[src/rtl/core/iee_pkg.sv]
// package for the infix expression evaluator core
// holds operator codes, character classes, status codes and engine states; no dependencies
`default_nettype none

package iee_pkg;

    localparam int STACK_DEPTH = 16;
    localparam int SP_W        = $clog2(STACK_DEPTH);
    localparam int CNT_W       = $clog2(STACK_DEPTH + 1);
    localparam int QUEUE_DEPTH = 4;
    localparam int QP_W        = $clog2(QUEUE_DEPTH);

    localparam logic [7:0] CH_PLUS  = 8'h2B;
    localparam logic [7:0] CH_MINUS = 8'h2D;
    localparam logic [7:0] CH_STAR  = 8'h2A;
    localparam logic [7:0] CH_SLASH = 8'h2F;
    localparam logic [7:0] CH_LPAR  = 8'h28;
    localparam logic [7:0] CH_RPAR  = 8'h29;
    localparam logic [7:0] CH_ZERO  = 8'h30;
    localparam logic [7:0] CH_NINE  = 8'h39;

    typedef enum logic [2:0] {
        OP_ADD   = 3'd0,
        OP_SUB   = 3'd1,
        OP_MUL   = 3'd2,
        OP_DIV   = 3'd3,
        OP_PAREN = 3'd4
    } op_t;

    typedef enum logic [1:0] {
        ST_OK        = 2'd0,
        ST_DIVZERO   = 2'd1,
        ST_OVERFLOW  = 2'd2,
        ST_MALFORMED = 2'd3
    } status_t;

    typedef enum logic [2:0] {
        K_NONE  = 3'd0,
        K_DIGIT = 3'd1,
        K_LPAR  = 3'd2,
        K_RPAR  = 3'd3,
        K_OPER  = 3'd4
    } kind_t;

    // classified request passed from front to back
    typedef struct packed {
        kind_t      kind;
        op_t        op;
        logic [3:0] digit;
        logic       last;
    } token_t;

    typedef enum logic [3:0] {
        S_IDLE,
        S_DISPATCH,
        S_REDUCE,
        S_DIV,
        S_WRITE,
        S_FLUSH,
        S_EMIT
    } state_t;

    function automatic logic [1:0] prec(input op_t op);
        return (op == OP_MUL || op == OP_DIV) ? 2'd2 : 2'd1;
    endfunction

endpackage

`default_nettype wire

[src/rtl/core/infix_expression_evaluator_core.sv]
// infix expression evaluator: characters are taken one at a time through the stack
// engine; each reduction adds a reduce step (divide: one quotient bit per cycle in the
// iterative divider); a last character adds the flush reductions and the result emit.
// a 4-entry token queue decouples character intake from the stack engine.
// rst_n is asynchronous active low and empties both stacks and the queue.
`default_nettype none

module infix_expression_evaluator_core
    import iee_pkg::*;
(
    input  wire logic        clk,
    input  wire logic        rst_n,
    input  wire logic        s_tvalid,
    output logic             s_tready,
    input  wire logic [7:0]  s_tdata,   // [7:0] ch
    input  wire logic        s_tlast,
    output logic             m_tvalid,
    input  wire logic        m_tready,
    output logic [39:0]      m_tdata    // [31:0] value, [33:32] status, zero fill
);

    logic   q_valid, q_ready;
    token_t q_tok;
    logic [31:0] value;
    logic [1:0]  status;

    iee_front u_front (
        .clk     (clk),
        .rst_n   (rst_n),
        .s_valid (s_tvalid),
        .s_ready (s_tready),
        .s_ch    (s_tdata),
        .s_last  (s_tlast),
        .q_valid (q_valid),
        .q_ready (q_ready),
        .q_tok   (q_tok)
    );

    iee_back u_back (
        .clk      (clk),
        .rst_n    (rst_n),
        .q_valid  (q_valid),
        .q_ready  (q_ready),
        .q_tok    (q_tok),
        .m_valid  (m_tvalid),
        .m_ready  (m_tready),
        .m_value  (value),
        .m_status (status)
    );

    assign m_tdata = {6'd0, status, value};

endmodule

`default_nettype wire

[src/rtl/core/iee_front.sv]
// front end: accepts characters, classifies them and queues tokens
// depends on iee_pkg
`default_nettype none

module iee_front
    import iee_pkg::*;
(
    input  wire logic   clk,
    input  wire logic   rst_n,
    input  wire logic   s_valid,
    output logic        s_ready,
    input  wire logic [7:0] s_ch,
    input  wire logic   s_last,
    output logic        q_valid,
    input  wire logic   q_ready,
    output token_t      q_tok
);

    token_t          mem [QUEUE_DEPTH];
    logic [QP_W-1:0] wr_reg, rd_reg;
    logic [QP_W:0]   cnt_reg;
    token_t          tok;
    logic            push, pop;

    always_comb
    begin
        tok.kind  = K_NONE;
        tok.op    = OP_ADD;
        tok.digit = 4'(s_ch - CH_ZERO);
        tok.last  = s_last;
        if (s_ch >= CH_ZERO && s_ch <= CH_NINE)
            tok.kind = K_DIGIT;
        else
        begin
            case (s_ch)
                CH_LPAR:  tok.kind = K_LPAR;
                CH_RPAR:  tok.kind = K_RPAR;
                CH_PLUS:  begin tok.kind = K_OPER; tok.op = OP_ADD; end
                CH_MINUS: begin tok.kind = K_OPER; tok.op = OP_SUB; end
                CH_STAR:  begin tok.kind = K_OPER; tok.op = OP_MUL; end
                CH_SLASH: begin tok.kind = K_OPER; tok.op = OP_DIV; end
                default:  tok.kind = K_NONE;
            endcase
        end
    end

    assign s_ready = (cnt_reg != (QP_W+1)'(QUEUE_DEPTH));
    assign q_valid = (cnt_reg != '0);
    assign q_tok   = mem[rd_reg];
    assign push    = s_valid && s_ready;
    assign pop     = q_valid && q_ready;

    always_ff @(posedge clk)
    begin
        if (push)
            mem[wr_reg] <= tok;
    end

    always_ff @(posedge clk or negedge rst_n)
    begin
        if (!rst_n)
        begin
            wr_reg  <= '0;
            rd_reg  <= '0;
            cnt_reg <= '0;
        end
        else
        begin
            if (push)
                wr_reg <= wr_reg + 1'b1;
            if (pop)
                rd_reg <= rd_reg + 1'b1;
            cnt_reg <= cnt_reg + (QP_W+1)'(push) - (QP_W+1)'(pop);
        end
    end

endmodule

`default_nettype wire

[src/rtl/core/iee_div.sv]
// iterative signed divider, one quotient bit per cycle, truncates toward zero
// depends on iee_pkg
`default_nettype none

module iee_div
    import iee_pkg::*;
(
    input  wire logic        clk,
    input  wire logic        rst_n,
    input  wire logic        start,
    input  wire logic [31:0] a,
    input  wire logic [31:0] b,
    output logic             done,
    output logic [31:0]      q
);

    logic [31:0] rem_reg, quo_reg, den_reg;
    logic [5:0]  cnt_reg;
    logic        busy_reg, neg_reg;
    logic [32:0] trial;
    logic [31:0] rem_sh;

    assign rem_sh = {rem_reg[30:0], quo_reg[31]};
    assign trial  = {1'b0, rem_sh} - {1'b0, den_reg};
    assign done   = busy_reg && (cnt_reg == 6'd0);
    assign q      = neg_reg ? (32'd0 - quo_reg) : quo_reg;

    always_ff @(posedge clk)
    begin
        if (start)
        begin
            rem_reg <= '0;
            quo_reg <= a[31] ? (32'd0 - a) : a;
            den_reg <= b[31] ? (32'd0 - b) : b;
            neg_reg <= a[31] ^ b[31];
        end
        else if (busy_reg && cnt_reg != 6'd0)
        begin
            if (!trial[32])
                rem_reg <= trial[31:0];
            else
                rem_reg <= rem_sh;
            quo_reg <= {quo_reg[30:0], ~trial[32]};
        end
    end

    always_ff @(posedge clk or negedge rst_n)
    begin
        if (!rst_n)
        begin
            busy_reg <= 1'b0;
            cnt_reg  <= '0;
        end
        else if (start)
        begin
            busy_reg <= 1'b1;
            cnt_reg  <= 6'd32;
        end
        else if (busy_reg)
        begin
            if (cnt_reg == 6'd0)
                busy_reg <= 1'b0;
            else
                cnt_reg <= cnt_reg - 1'b1;
        end
    end

endmodule

`default_nettype wire

[src/rtl/core/iee_back.sv]
// back end: two stacks, reduction sequencer and result register
// depends on iee_pkg and iee_div
`default_nettype none

module iee_back
    import iee_pkg::*;
(
    input  wire logic   clk,
    input  wire logic   rst_n,
    input  wire logic   q_valid,
    output logic        q_ready,
    input  wire token_t q_tok,
    output logic        m_valid,
    input  wire logic   m_ready,
    output logic [31:0] m_value,
    output logic [1:0]  m_status
);

    logic [31:0] opnd_mem [STACK_DEPTH];
    op_t         oper_mem [STACK_DEPTH];

    state_t     state_reg, state_next;
    token_t     tok_reg;
    logic [CNT_W-1:0] ocnt_reg, pcnt_reg;
    status_t    err_reg;
    logic [31:0] a_reg, b_reg, r_reg;
    op_t        rop_reg;
    logic       out_valid_reg;
    logic [31:0] out_value_reg;
    logic [1:0]  out_status_reg;

    logic [31:0] top_b, top_a;
    op_t         top_op;
    logic        div_start, div_done;
    logic [31:0] div_q;
    logic [31:0] prod;

    assign top_b  = opnd_mem[SP_W'(ocnt_reg - 1'b1)];
    assign top_a  = opnd_mem[SP_W'(ocnt_reg - 2'd2)];
    assign top_op = oper_mem[SP_W'(pcnt_reg - 1'b1)];
    assign prod   = a_reg * b_reg;

    iee_div u_div (
        .clk   (clk),
        .rst_n (rst_n),
        .start (div_start),
        .a     (a_reg),
        .b     (b_reg),
        .done  (div_done),
        .q     (div_q)
    );

    // reduction legality on the current tops
    logic can_reduce;
    assign can_reduce = (pcnt_reg != '0) && (ocnt_reg >= CNT_W'(2))
                        && (top_op != OP_PAREN);

    always_comb
    begin
        state_next = state_reg;
        unique case (state_reg)
            S_IDLE:
                if (q_valid)
                    state_next = S_DISPATCH;
            S_DISPATCH:
                if (err_reg != ST_OK)
                    state_next = tok_reg.last ? S_FLUSH : S_IDLE;
                else
                begin
                    case (tok_reg.kind)
                        K_RPAR:
                            if (pcnt_reg == '0 || top_op == OP_PAREN)
                                state_next = tok_reg.last ? S_FLUSH : S_IDLE;
                            else
                                state_next = can_reduce ? S_REDUCE : S_FLUSH;
                        K_OPER:
                            if (pcnt_reg != '0 && top_op != OP_PAREN
                                && prec(top_op) >= prec(tok_reg.op))
                                state_next = can_reduce ? S_REDUCE : S_FLUSH;
                            else
                                state_next = tok_reg.last ? S_FLUSH : S_IDLE;
                        default:
                            state_next = tok_reg.last ? S_FLUSH : S_IDLE;
                    endcase
                    if ((tok_reg.kind == K_RPAR || tok_reg.kind == K_OPER)
                        && state_next == S_FLUSH && !tok_reg.last)
                        state_next = S_IDLE;
                end
            S_REDUCE:
                state_next = (rop_reg == OP_DIV) ? ((b_reg == '0) ? S_DISPATCH : S_DIV)
                                                 : S_WRITE;
            S_DIV:
                if (div_done)
                    state_next = S_WRITE;
            S_WRITE:
                state_next = S_DISPATCH;
            S_FLUSH:
                if (err_reg != ST_OK || pcnt_reg == '0)
                    state_next = S_EMIT;
                else if (can_reduce)
                    state_next = S_REDUCE;
                else
                    state_next = S_EMIT;
            S_EMIT:
                if (!out_valid_reg)
                    state_next = S_IDLE;
            default:
                state_next = S_IDLE;
        endcase
    end

    assign q_ready   = (state_reg == S_IDLE);
    assign div_start = (state_reg == S_REDUCE) && (rop_reg == OP_DIV) && (b_reg != '0);
    assign m_valid   = out_valid_reg;
    assign m_value   = out_value_reg;
    assign m_status  = out_status_reg;

    // dispatch flag tracks whether the pending token was fully handled
    logic handled_reg;

    always_ff @(posedge clk)
    begin
        if (state_reg == S_IDLE && q_valid)
            tok_reg <= q_tok;
        if ((state_reg == S_DISPATCH || state_reg == S_FLUSH) && state_next == S_REDUCE)
        begin
            a_reg   <= top_a;
            b_reg   <= top_b;
            rop_reg <= top_op;
        end
        if (state_reg == S_REDUCE)
        begin
            case (rop_reg)
                OP_ADD:  r_reg <= a_reg + b_reg;
                OP_SUB:  r_reg <= a_reg - b_reg;
                default: r_reg <= prod;
            endcase
        end
        if (state_reg == S_DIV && div_done)
            r_reg <= div_q;
        if (state_reg == S_WRITE)
            opnd_mem[SP_W'(ocnt_reg)] <= r_reg;
        if (state_reg == S_DISPATCH && err_reg == ST_OK && !handled_reg)
        begin
            if (tok_reg.kind == K_DIGIT && ocnt_reg != CNT_W'(STACK_DEPTH))
                opnd_mem[SP_W'(ocnt_reg)] <= {28'd0, tok_reg.digit};
            if (tok_reg.kind == K_LPAR && pcnt_reg != CNT_W'(STACK_DEPTH))
                oper_mem[SP_W'(pcnt_reg)] <= OP_PAREN;
            if (tok_reg.kind == K_OPER && state_next != S_REDUCE
                && (state_next != S_FLUSH || tok_reg.last)
                && pcnt_reg != CNT_W'(STACK_DEPTH)
                && !(pcnt_reg != '0 && top_op != OP_PAREN
                     && prec(top_op) >= prec(tok_reg.op)))
                oper_mem[SP_W'(pcnt_reg)] <= tok_reg.op;
        end
    end

    status_t err_flush;
    always_comb
    begin
        err_flush = err_reg;
        if (err_reg == ST_OK && pcnt_reg != '0)
            err_flush = ST_MALFORMED;
        else if (err_reg == ST_OK && ocnt_reg != CNT_W'(1))
            err_flush = ST_MALFORMED;
    end

    always_ff @(posedge clk or negedge rst_n)
    begin
        if (!rst_n)
        begin
            state_reg      <= S_IDLE;
            ocnt_reg       <= '0;
            pcnt_reg       <= '0;
            err_reg        <= ST_OK;
            handled_reg    <= 1'b0;
            out_valid_reg  <= 1'b0;
            out_value_reg  <= '0;
            out_status_reg <= '0;
        end
        else
        begin
            state_reg <= state_next;
            if (out_valid_reg && m_ready)
                out_valid_reg <= 1'b0;
            if (state_reg == S_IDLE)
                handled_reg <= 1'b0;

            if (state_reg == S_DISPATCH && err_reg == ST_OK && !handled_reg)
            begin
                case (tok_reg.kind)
                    K_DIGIT:
                    begin
                        handled_reg <= 1'b1;
                        if (ocnt_reg == CNT_W'(STACK_DEPTH))
                            err_reg <= ST_OVERFLOW;
                        else
                            ocnt_reg <= ocnt_reg + 1'b1;
                    end
                    K_LPAR:
                    begin
                        handled_reg <= 1'b1;
                        if (pcnt_reg == CNT_W'(STACK_DEPTH))
                            err_reg <= ST_OVERFLOW;
                        else
                            pcnt_reg <= pcnt_reg + 1'b1;
                    end
                    K_RPAR:
                        if (pcnt_reg == '0)
                        begin
                            err_reg <= ST_MALFORMED;
                            handled_reg <= 1'b1;
                        end
                        else if (top_op == OP_PAREN)
                        begin
                            pcnt_reg <= pcnt_reg - 1'b1;
                            handled_reg <= 1'b1;
                        end
                        else if (!can_reduce)
                        begin
                            err_reg <= ST_MALFORMED;
                            handled_reg <= 1'b1;
                        end
                    K_OPER:
                        if (pcnt_reg != '0 && top_op != OP_PAREN
                            && prec(top_op) >= prec(tok_reg.op))
                        begin
                            if (!can_reduce)
                            begin
                                err_reg <= ST_MALFORMED;
                                handled_reg <= 1'b1;
                            end
                        end
                        else
                        begin
                            handled_reg <= 1'b1;
                            if (pcnt_reg == CNT_W'(STACK_DEPTH))
                                err_reg <= ST_OVERFLOW;
                            else
                                pcnt_reg <= pcnt_reg + 1'b1;
                        end
                    default:
                        handled_reg <= 1'b1;
                endcase
            end

            if ((state_reg == S_DISPATCH || state_reg == S_FLUSH) && state_next == S_REDUCE)
            begin
                pcnt_reg <= pcnt_reg - 1'b1;
                ocnt_reg <= ocnt_reg - 2'd2;
            end
            if (state_reg == S_REDUCE && rop_reg == OP_DIV && b_reg == '0)
                err_reg <= ST_DIVZERO;
            if (state_reg == S_WRITE)
                ocnt_reg <= ocnt_reg + 1'b1;

            if (state_reg == S_FLUSH && state_next == S_EMIT)
            begin
                if (pcnt_reg != '0 && err_reg == ST_OK)
                    err_reg <= ST_MALFORMED;
            end

            if (state_reg == S_EMIT && !out_valid_reg)
            begin
                out_valid_reg  <= 1'b1;
                out_status_reg <= err_flush;
                out_value_reg  <= (err_flush == ST_OK) ? opnd_mem[0] : 32'd0;
                ocnt_reg       <= '0;
                pcnt_reg       <= '0;
                err_reg        <= ST_OK;
            end
        end
    end

endmodule

`default_nettype wire

[config.mk]
export PLATFORM = sky130hd
export DESIGN_NAME = infix_expression_evaluator_core
export DESIGN_NICKNAME = d
export VERILOG_FILES = /design/src/rtl/core/iee_pkg.sv /design/src/rtl/core/infix_expression_evaluator_core.sv /design/src/rtl/core/iee_front.sv /design/src/rtl/core/iee_div.sv /design/src/rtl/core/iee_back.sv
export SDC_FILE = /design/constraint.sdc
export NUM_CORES = 2
export LEC_CHECK = 0
export BUFFER_PORTS_ARGS = -buffer_cell sky130_fd_sc_hd__buf_2
export CORE_MARGIN = 2
export CORE_UTILIZATION = 35
export CTS_CLUSTER_DIAMETER = 60
export DETAILED_ROUTE_END_ITERATION = 10
export PLACE_DENSITY_LB_ADDON = 0.05
export SLEW_MARGIN = 15
export SYNTH_ARGS = -nofsm -noshare
export SYNTH_HDL_FRONTEND = slang
export SYNTH_HIERARCHICAL = 1
export SYNTH_SLANG_ARGS = --single-unit
[constraint.sdc]
create_clock -name clk -period 7.6 [get_ports clk]
set_clock_uncertainty 0.1 [all_clocks]
set_input_delay 1.52 -clock clk [delete_from_list [all_inputs] [get_ports clk]]
set_output_delay 1.52 -clock clk [all_outputs]
set_load 0.03 [all_outputs]
## After elaboration in Yosys (flattened, before gate mapping)

Memory sizes are Yosys's and may differ from the RTL's. A register that Yosys moved wholly into a read port is not among the register bits.
Cells that the tools add are included.

| operators by class | value |
|---|---|
| $add $sub $neg | 17 |
| multipliers | 1 |
| $lt $le $gt $ge | 4 |
| equal/unequal tests | 40 |
| muxes and demuxes | 91 |
| bitwise operators | 4 |
| reductions and logical operators | 64 |

Operator list:

| kind | number |
|---|---|
| 32-bit two-way mux | 8 |
| 1-bit by 32-bit subtractor with 32-bit output, first input constant | 3 |
| 5-bit two-way mux | 13 |
| 32-bit one-hot mux with 2 select lines | 1 |
| 31-bit two-way mux | 2 |
| 8-bit by 6-bit == test with 1-bit output, second input constant | 6 |
| 4-bit two-way mux | 11 |
| 32-bit by 32-bit subtractor with 33-bit output | 1 |
| 32-bit adder | 1 |
| 32-bit logical NOT | 1 |
| 32-bit by 32-bit multiplier with 32-bit output | 1 |
| 2-bit two-way mux | 16 |
| 32-bit nonzero test | 1 |
| 32-bit subtractor | 1 |
| 1-bit logical AND | 29 |
| 4-bit one-hot mux with 7 select lines | 1 |
| 1-bit two-way mux | 24 |
| 3-bit by 2-bit == test with 1-bit output, second input constant | 7 |
| 4-bit by 3-bit == test with 1-bit output, second input constant | 5 |
| 3-bit two-way mux | 6 |
| 6-bit two-way mux | 3 |
| 4-bit inequality test, second input constant | 4 |
| 5-bit one-hot mux with 3 select lines | 1 |
| 4-bit by 2-bit == test with 1-bit output, second input constant | 3 |
| 46 further kinds | 72 |

| word-level totals | value |
|---|---|
| bits in registers | 197 |
| memory bits (writable) | 604 |
| bits of input ports | 13 |
| output and inout port bits | 42 |
| word-level logic and storage cells | 244 |
| memories kept | 3 |

Memory list:

| memory | words | bits a word | read ports | clocked after memory_dff | write ports | line | RTL |
|---|---|---|---|---|---|---|---|
| u_back.opnd_mem | 16 | 32 | 3 | 2 | 1 | iee_back.sv:19 | `logic [31:0] opnd_mem [STACK_DEPTH];` |
| u_back.oper_mem | 16 | 3 | 1 | 0 | 1 | iee_back.sv:20 | `op_t oper_mem [STACK_DEPTH];` |
| u_front.mem | 4 | 11 | 1 | 1 | 1 | iee_front.sv:19 | `token_t mem [QUEUE_DEPTH];` |

## Depth between registers and ports, before layout

An unclocked memory read counts as a cell.

| logic depth | value |
|---|---|
| word-level depth | 26 |
| depth in mapped cells | 28 |
| depth with buffers taken out | 26 |

## Hierarchy

Netlist, hierarchy kept.

Modules (own cells, without submodules):

| module | times used | cells each | area each (um^2) | seq. area each (um^2) |
|---|---|---|---|---|
| iee_back | 1 | 3,699 | 50,075.5 | 21,420.5 |
| iee_div | 1 | 872 | 7,659.8 | 2,747.6 |
| iee_front | 1 | 108 | 2,018.2 | 1,376.3 |
| infix_expression_evaluator_core | 1 | 7 | 48.8 | 0.0 |

## Least setup slack after synthesis

No wires, ideal clock.

| timing path | value |
|---|---|
| kind | register -> register |
| start | register u_back.b_reg[6] (read register of u_back.opnd_mem) |
| end | register u_back.r_reg[30] (data pin) |
| setup time | 180 ps |
| data arrival time | 6,828 ps |
| data required time | 7,320 ps |
| path slack | 492 ps |
| cell stages (with the launch flop) | 25 |
| path buffers | 2 |
| clock period less this slack | 7,108 ps |
| cell sequence | edfxtp_1 -> clkbuf_1 -> clkbuf_1 -> and2_1 -> fa_1 -> fa_1 -> fa_1 -> inv_1 -> fa_1 -> inv_1 -> fa_1 -> fa_1 -> fa_1 -> fa_1 -> ha_1 -> a21oi_1 -> o21ai_0 -> a21o_1 -> a21oi_1 -> o21ai_0 -> a21o_1 -> a31oi_1 -> o21ai_0 -> xnor2_1 -> a221oi_1 |

| between the ends | value |
|---|---|
| cells in the longest elaborated chain, start to end | 4 |
| elaborated cells on any way between the ends | 6 |
| those cells by class | 2 x add/sub; 1 x mul; 3 x mux |

Ends and longest elaborated chain:

| item | line | RTL |
|---|---|---|
| start: declaration | iee_back.sv:26 | `logic [31:0] a_reg, b_reg, r_reg;` |
| 32-bit by 32-bit multiplier with 32-bit output, or another cell as far along | iee_back.sv:41 | `assign prod = a_reg * b_reg;` |
| 32-bit one-hot mux with 2 select lines * | iee_back.sv:133 | `case (rop_reg)` |
| 32-bit two-way mux * | iee_back.sv:131 | `if (state_reg == S_REDUCE)` |
| 32-bit two-way mux * | iee_back.sv:139 | `if (state_reg == S_DIV && div_done)` |
| end signal: assignment | iee_back.sv:134 | `OP_ADD: r_reg <= a_reg + b_reg;` |
| end signal: assignment | iee_back.sv:135 | `OP_SUB: r_reg <= a_reg - b_reg;` |
| end signal: assignment | iee_back.sv:140 | `r_reg <= div_q;` |
| end: declaration | iee_back.sv:26 |  |

Mark *: on every way between the ends. The rest lies on a longest branch, timed or not. The select of a mux whose other input is x is not followed.
A chain may end at the register's enable or synchronous reset.

## Worst setup path after layout

| timing path | value |
|---|---|
| start | register u_back.a_reg[7] (read register of u_back.opnd_mem) |
| end | register u_back.r_reg[20] (data pin) |

| between the ends | value |
|---|---|
| cells in the longest elaborated chain, start to end | 4 |
| elaborated cells on any way between the ends | 6 |
| those cells by class | 2 x add/sub; 1 x mul; 3 x mux |

Ends and longest elaborated chain:

| item | line |
|---|---|
| start: declaration | iee_back.sv:26 |
| 32-bit by 32-bit multiplier with 32-bit output, or another cell as far along | iee_back.sv:41 |
| 32-bit one-hot mux with 2 select lines * | iee_back.sv:133 |
| 32-bit two-way mux * | iee_back.sv:131 |
| 32-bit two-way mux * | iee_back.sv:139 |

Marks and branches as above.

==> impl_metrics.xml <==
<?xml version="1.0" encoding="UTF-8"?>
<metrics>
  <group name="die">
    <metric name="die_area" unit="sq mm">0.174</metric>
    <metric name="num_io_pins" unit="">55</metric>
    <metric name="die_h" unit="microns">417</metric>
    <metric name="number_of_placement_rows" unit="">151</metric>
    <metric name="design.core.area" unit="sq mm">0.169</metric>
    <metric name="chipWidth" unit="microns">417</metric>
    <metric name="start_util" unit="%">35.3</metric>
  </group>
  <group name="global_route">
    <metric name="initial_antenna_violation_count" unit="">14</metric>
    <metric name="grt_max_degree" unit="">113</metric>
    <metric name="grt_pass1_wl" unit="microns">283000</metric>
    <metric name="grt_overflow_total" unit="">0</metric>
    <metric name="grt_pass1_vias" unit="">40084</metric>
    <metric name="grt_usage" unit="%">22.2</metric>
  </group>
  <group name="place">
    <metric name="post-place-ws" unit="ns">-0.0115</metric>
    <metric name="placement.cell_area" unit="sq mm">0.0636</metric>
    <metric name="total_half_perimeter_wirelength_after_legalization_and_detailed_placement" unit="microns">134000</metric>
    <metric name="place.gp.congestion" unit="">0.869</metric>
    <metric name="placement.io_buffers" unit="">48</metric>
  </group>
  <group name="synthesis">
    <metric name="synth_top_flop_cell" unit="">sky130_fd_sc_hd__edfxtp_1</metric>
    <metric name="yosys-top-cells-count" unit="">775 x sky130_fd_sc_hd__edfxtp_1, 467 x sky130_fd_sc_hd__inv_1, 411 x sky130_fd_sc_hd__fa_1, 378 x sky130_fd_sc_hd__nand2_1, 347 x sky130_fd_sc_hd__and2_1</metric>
    <metric name="synth.lib_cells_used.distinct" unit="">114</metric>
    <metric name="synth_largest_area_cell" unit="">sky130_fd_sc_hd__edfxtp_1</metric>
    <metric name="synth-seq-cells" unit="">872</metric>
    <metric name="yosys-top-cells-area" unit="">sky130_fd_sc_hd__edfxtp_1 39%, sky130_fd_sc_hd__fa_1 14%, sky130_fd_sc_hd__mux4_2 13%, sky130_fd_sc_hd__ha_1 4.4%, sky130_fd_sc_hd__and2_1 3.6%</metric>
    <metric name="synthesis.instances" unit="">4686</metric>
    <metric name="ys_async_sr_fraction" unit="%">7.57</metric>
    <metric name="post-synth-top-area-fraction" unit="%">38.9</metric>
    <metric name="synth_area" unit="sq mm">0.0598</metric>
    <metric name="synth.most_common_cell" unit="">sky130_fd_sc_hd__edfxtp_1</metric>
    <metric name="postSynthAreaPerCell" unit="sq um">12.8</metric>
    <metric name="edff_count_synth" unit="">775</metric>
    <metric name="ys_warn_count" unit="">6</metric>
    <metric name="synth.yosys.seq_area_share" unit="%">42.7</metric>
  </group>
  <group name="timing">
    <metric name="min_period" unit="ns">7.28</metric>
    <metric name="worst_slew_margin_relative_to_its_limit" unit="%">20.7</metric>
    <metric name="final.period_utilization" unit="%">95.8</metric>
    <metric name="grt_setup_unrepaired" unit="">yes</metric>
    <metric name="report.final.slew_viol_count" unit="">0</metric>
    <metric name="max_clock_freq" unit="GHz">0.137</metric>
    <metric name="report.final.setup_viol" unit="">0</metric>
    <metric name="layout_setup_ws" unit="ns">0.316</metric>
    <metric name="actual_slew_at_the_worst_max_slew_pin" unit="ns">1.19</metric>
    <metric name="finalHoldViolCount" unit="">0</metric>
  </group>
  <group name="setup_path">
    <metric name="critical_path.max_fanout" unit="">26</metric>
    <metric name="timing.critical_path.arrival" unit="ns">7.80</metric>
    <metric name="timing.critical_path.max_delay_family" unit="">adder cells</metric>
    <metric name="cp_data_required_time" unit="ns">8.11</metric>
    <metric name="critical_path.cell_chain" unit="">buf_12, and2_1, fa_1, inv_1, fa_1, fa_1, fa_1, inv_1, ha_1, ha_1, fa_1, fa_1, ha_1, a21oi_1, nand3_1, o2111ai_1, o211ai_1, and3_2, o21a_1, nor2_1, xnor2_2, a21oi_1, a21oi_2, buf_4</metric>
    <metric name="worst_path_largest_cell_delay" unit="ns">0.54</metric>
    <metric name="critical_path.startpoint_type" unit="">flip-flop</metric>
    <metric name="path_common_cell" unit="">sky130_fd_sc_hd__fa_1</metric>
    <metric name="setup.worst_path.end_class" unit="">flip-flop</metric>
    <metric name="critical_path_buf_inv_count" unit="">4</metric>
    <metric name="category_of_the_critical_setup_timing_path" unit="">reg2reg</metric>
    <metric name="critical_path.slowest_cell" unit="">sky130_fd_sc_hd__fa_1</metric>
  </group>
  <group name="clock_tree">
    <metric name="post_cts_hold_buffer_count" unit="">0</metric>
    <metric name="cts.htree.levels" unit="">3</metric>
    <metric name="clk_path_buf_depth" unit="">3</metric>
    <metric name="numCtsBuffers" unit="">110</metric>
    <metric name="clk_root_buffer_cell" unit="">sky130_fd_sc_hd__clkbuf_16</metric>
    <metric name="insertion_delay" unit="ns">0.78</metric>
    <metric name="clock_sinks" unit="">872</metric>
    <metric name="clkSlewWorstSetupHoldPaths" unit="ns">0.06</metric>
    <metric name="tritoncts_clock_tree" unit="">built</metric>
  </group>
  <group name="routing">
    <metric name="drt_pre_antenna_iters" unit="">5</metric>
    <metric name="ant_nets" unit="">0</metric>
    <metric name="routed_wire_length" unit="microns">191000</metric>
    <metric name="post-route-drc-count" unit="">0</metric>
    <metric name="drt_iter0_markers" unit="">2700</metric>
    <metric name="via_per_inst" unit="">5.42</metric>
    <metric name="dr_total_vias" unit="">38388</metric>
    <metric name="detail_route.wl_per_cell" unit="microns">27.0</metric>
  </group>
  <group name="status">
    <metric name="run_status" unit="">complete, no violations</metric>
  </group>
  <group name="layout">
    <metric name="post_route_cells_drive_above_1_share" unit="%">17.5</metric>
    <metric name="final_cell_area" unit="sq mm">0.0675</metric>
    <metric name="register_bank_with_the_most_flops" unit="">u_back/opnd_mem</metric>
    <metric name="largest_reg_flops" unit="">512</metric>
    <metric name="syn_to_final_growth" unit="%">12.9</metric>
    <metric name="final_net_count" unit="">5408</metric>
    <metric name="layout_top_registers" unit="">u_back/opnd_mem (512), u_back/oper_mem (48), u_front/mem (40)</metric>
    <metric name="antenna_cells_inserted" unit="">0</metric>
    <metric name="filler_cell_count" unit="">16040</metric>
  </group>
  <group name="run">
    <metric name="maxCapViolCount" unit="">0</metric>
  </group>
  <group name="worst_hold_path">
    <metric name="hold_class" unit="">reg2reg</metric>
  </group>
</metrics>
-- worst reg2reg max path: cells and delay by family, from the launching register on --
family,cells,cell delay [ns]
DFF,1,0.44
AOI/OAI and AO/OA,6,1.31
and+or+nand+nor,4,0.77
xor gates and xnor gates,1,0.17
adders and majority gates,9,3.88
buffers and inverters,4,0.49
-- what timing repair did --
action                                  CTS  global route
resized for setup                         1            11
buffers inserted                          0             8
pin swaps                                 0             4
endpoints found under the setup margin    1            11
-- kinds of logic (layout without fill, tap and decap cells) --
group / after synthesis / count (layout) / synth area share [%]
simple gates: 1230 / 1230 / 10.5
mux: 365 / 365 / 13.3
other cells: 3 / 8 / 0.0188
compound gates: 591 / 591 / 6.59
flops: 872 / 872 / 42.7
buf+inv: 737 / 915 / 4.80
xor+xnor: 265 / 265 / 3.89
fa+ha+maj: 623 / 623 / 18.2
-- per-layer routing --
layer | part of all wire, % | vias to the layer above | global-route usage [%]
li1 | - | 16906 | -
met1 | 46 | 20401 | 31.9
met2 | 47 | 871 | 36.2
met3 | 4.1 | 206 | 2.69
met4 | 2.2 | 4 | 4.71
met5 | 0.018 | - | 0
-- path summary, 6_finish.rpt --
| check | start | endpoint | slack, ns | cells past startpoint |
|---|---|---|---|---|
| setup / recovery | u_back/a_reg[7]$_DFFE_PP_ | u_back/r_reg[20]$_DFFE_PP_ | 0.32 | 24 |
| hold / removal | u_back/u_div/rem_reg[1]$_SDFFE_PP0P_ | u_back/u_div/rem_reg[1]$_SDFFE_PP0P_ | 0.38 | 2 |
| setup reg to reg | u_back/a_reg[7]$_DFFE_PP_ | u_back/r_reg[20]$_DFFE_PP_ | 0.32 | 24 |
| hold reg to reg | u_back/u_div/rem_reg[1]$_SDFFE_PP0P_ | u_back/u_div/rem_reg[1]$_SDFFE_PP0P_ | 0.38 | 2 |
| max in group asynchronous | rst_n | u_back/ocnt_reg[1]$_DFFE_PN0P_ | 5.70 | 2 |
| min in group asynchronous | rst_n | u_back/m_value[4]$_DFFE_PN0P_ | 0.58 | 1 |
-- per-stage QoR --
stage / hold slack [ns] / instances / TNS, ns / util [%]
after floorplan: 0.350 / 4691 / 0 / -
after global placement: 0.368 / 6870 / 0 / 37.5
after detailed placement: 0.376 / 6870 / -0.0115 / 37.5
after CTS: 0.384 / 7079 / 0 / 39.8
after global routing: 0.423 / 7087 / -0.0416 / 39.8
final: 0.379 / 7087 / 0 / 39.8
-- cell type report --
| class | instances | area (sq um) | area share [%] |
|---|---|---|---|
| Multi-Input combinational cell | 3082 | 31700 | 46.9 |
| Sequential cell | 872 | 25600 | 37.9 |
| Clock inverter | 68 | 769 | 1.14 |
| Clock buffer | 141 | 2980 | 4.41 |
| Timing Repair Buffer | 239 | 1980 | 2.93 |
| Tap cell | 2218 | 2780 | 4.11 |
| Inverter | 467 | 1750 | 2.60 |
-- cell usage in the layout, fill, tap and decap left out, types with 17 or more instances in the layout --
master and instances:
sky130_fd_sc_hd__a211oi_1 32, sky130_fd_sc_hd__a21o_1 43, sky130_fd_sc_hd__a21oi_1 161, sky130_fd_sc_hd__a22o_1 34, sky130_fd_sc_hd__and2_1 346, sky130_fd_sc_hd__and3_1 19
sky130_fd_sc_hd__buf_12 24, sky130_fd_sc_hd__buf_2 47, sky130_fd_sc_hd__buf_4 168, sky130_fd_sc_hd__clkbuf_1 20, sky130_fd_sc_hd__clkbuf_16 110, sky130_fd_sc_hd__dfrtp_1 64
sky130_fd_sc_hd__dfxtp_1 31, sky130_fd_sc_hd__edfxtp_1 775, sky130_fd_sc_hd__fa_1 411, sky130_fd_sc_hd__ha_1 209, sky130_fd_sc_hd__inv_1 467, sky130_fd_sc_hd__mux2i_1 19
sky130_fd_sc_hd__mux4_2 340, sky130_fd_sc_hd__nand2_1 378, sky130_fd_sc_hd__nand2b_1 41, sky130_fd_sc_hd__nand3_1 37, sky130_fd_sc_hd__nor2_1 207, sky130_fd_sc_hd__nor2_4 18
sky130_fd_sc_hd__nor2b_1 17, sky130_fd_sc_hd__nor3_1 44, sky130_fd_sc_hd__o21ai_0 113, sky130_fd_sc_hd__o31ai_1 29, sky130_fd_sc_hd__or3_1 17, sky130_fd_sc_hd__or4_1 17
sky130_fd_sc_hd__xnor2_1 184, sky130_fd_sc_hd__xor2_1 76
Power is not shown: default switching activity piles up to over one toggle a cycle in this logic, so the estimate is an artifact.
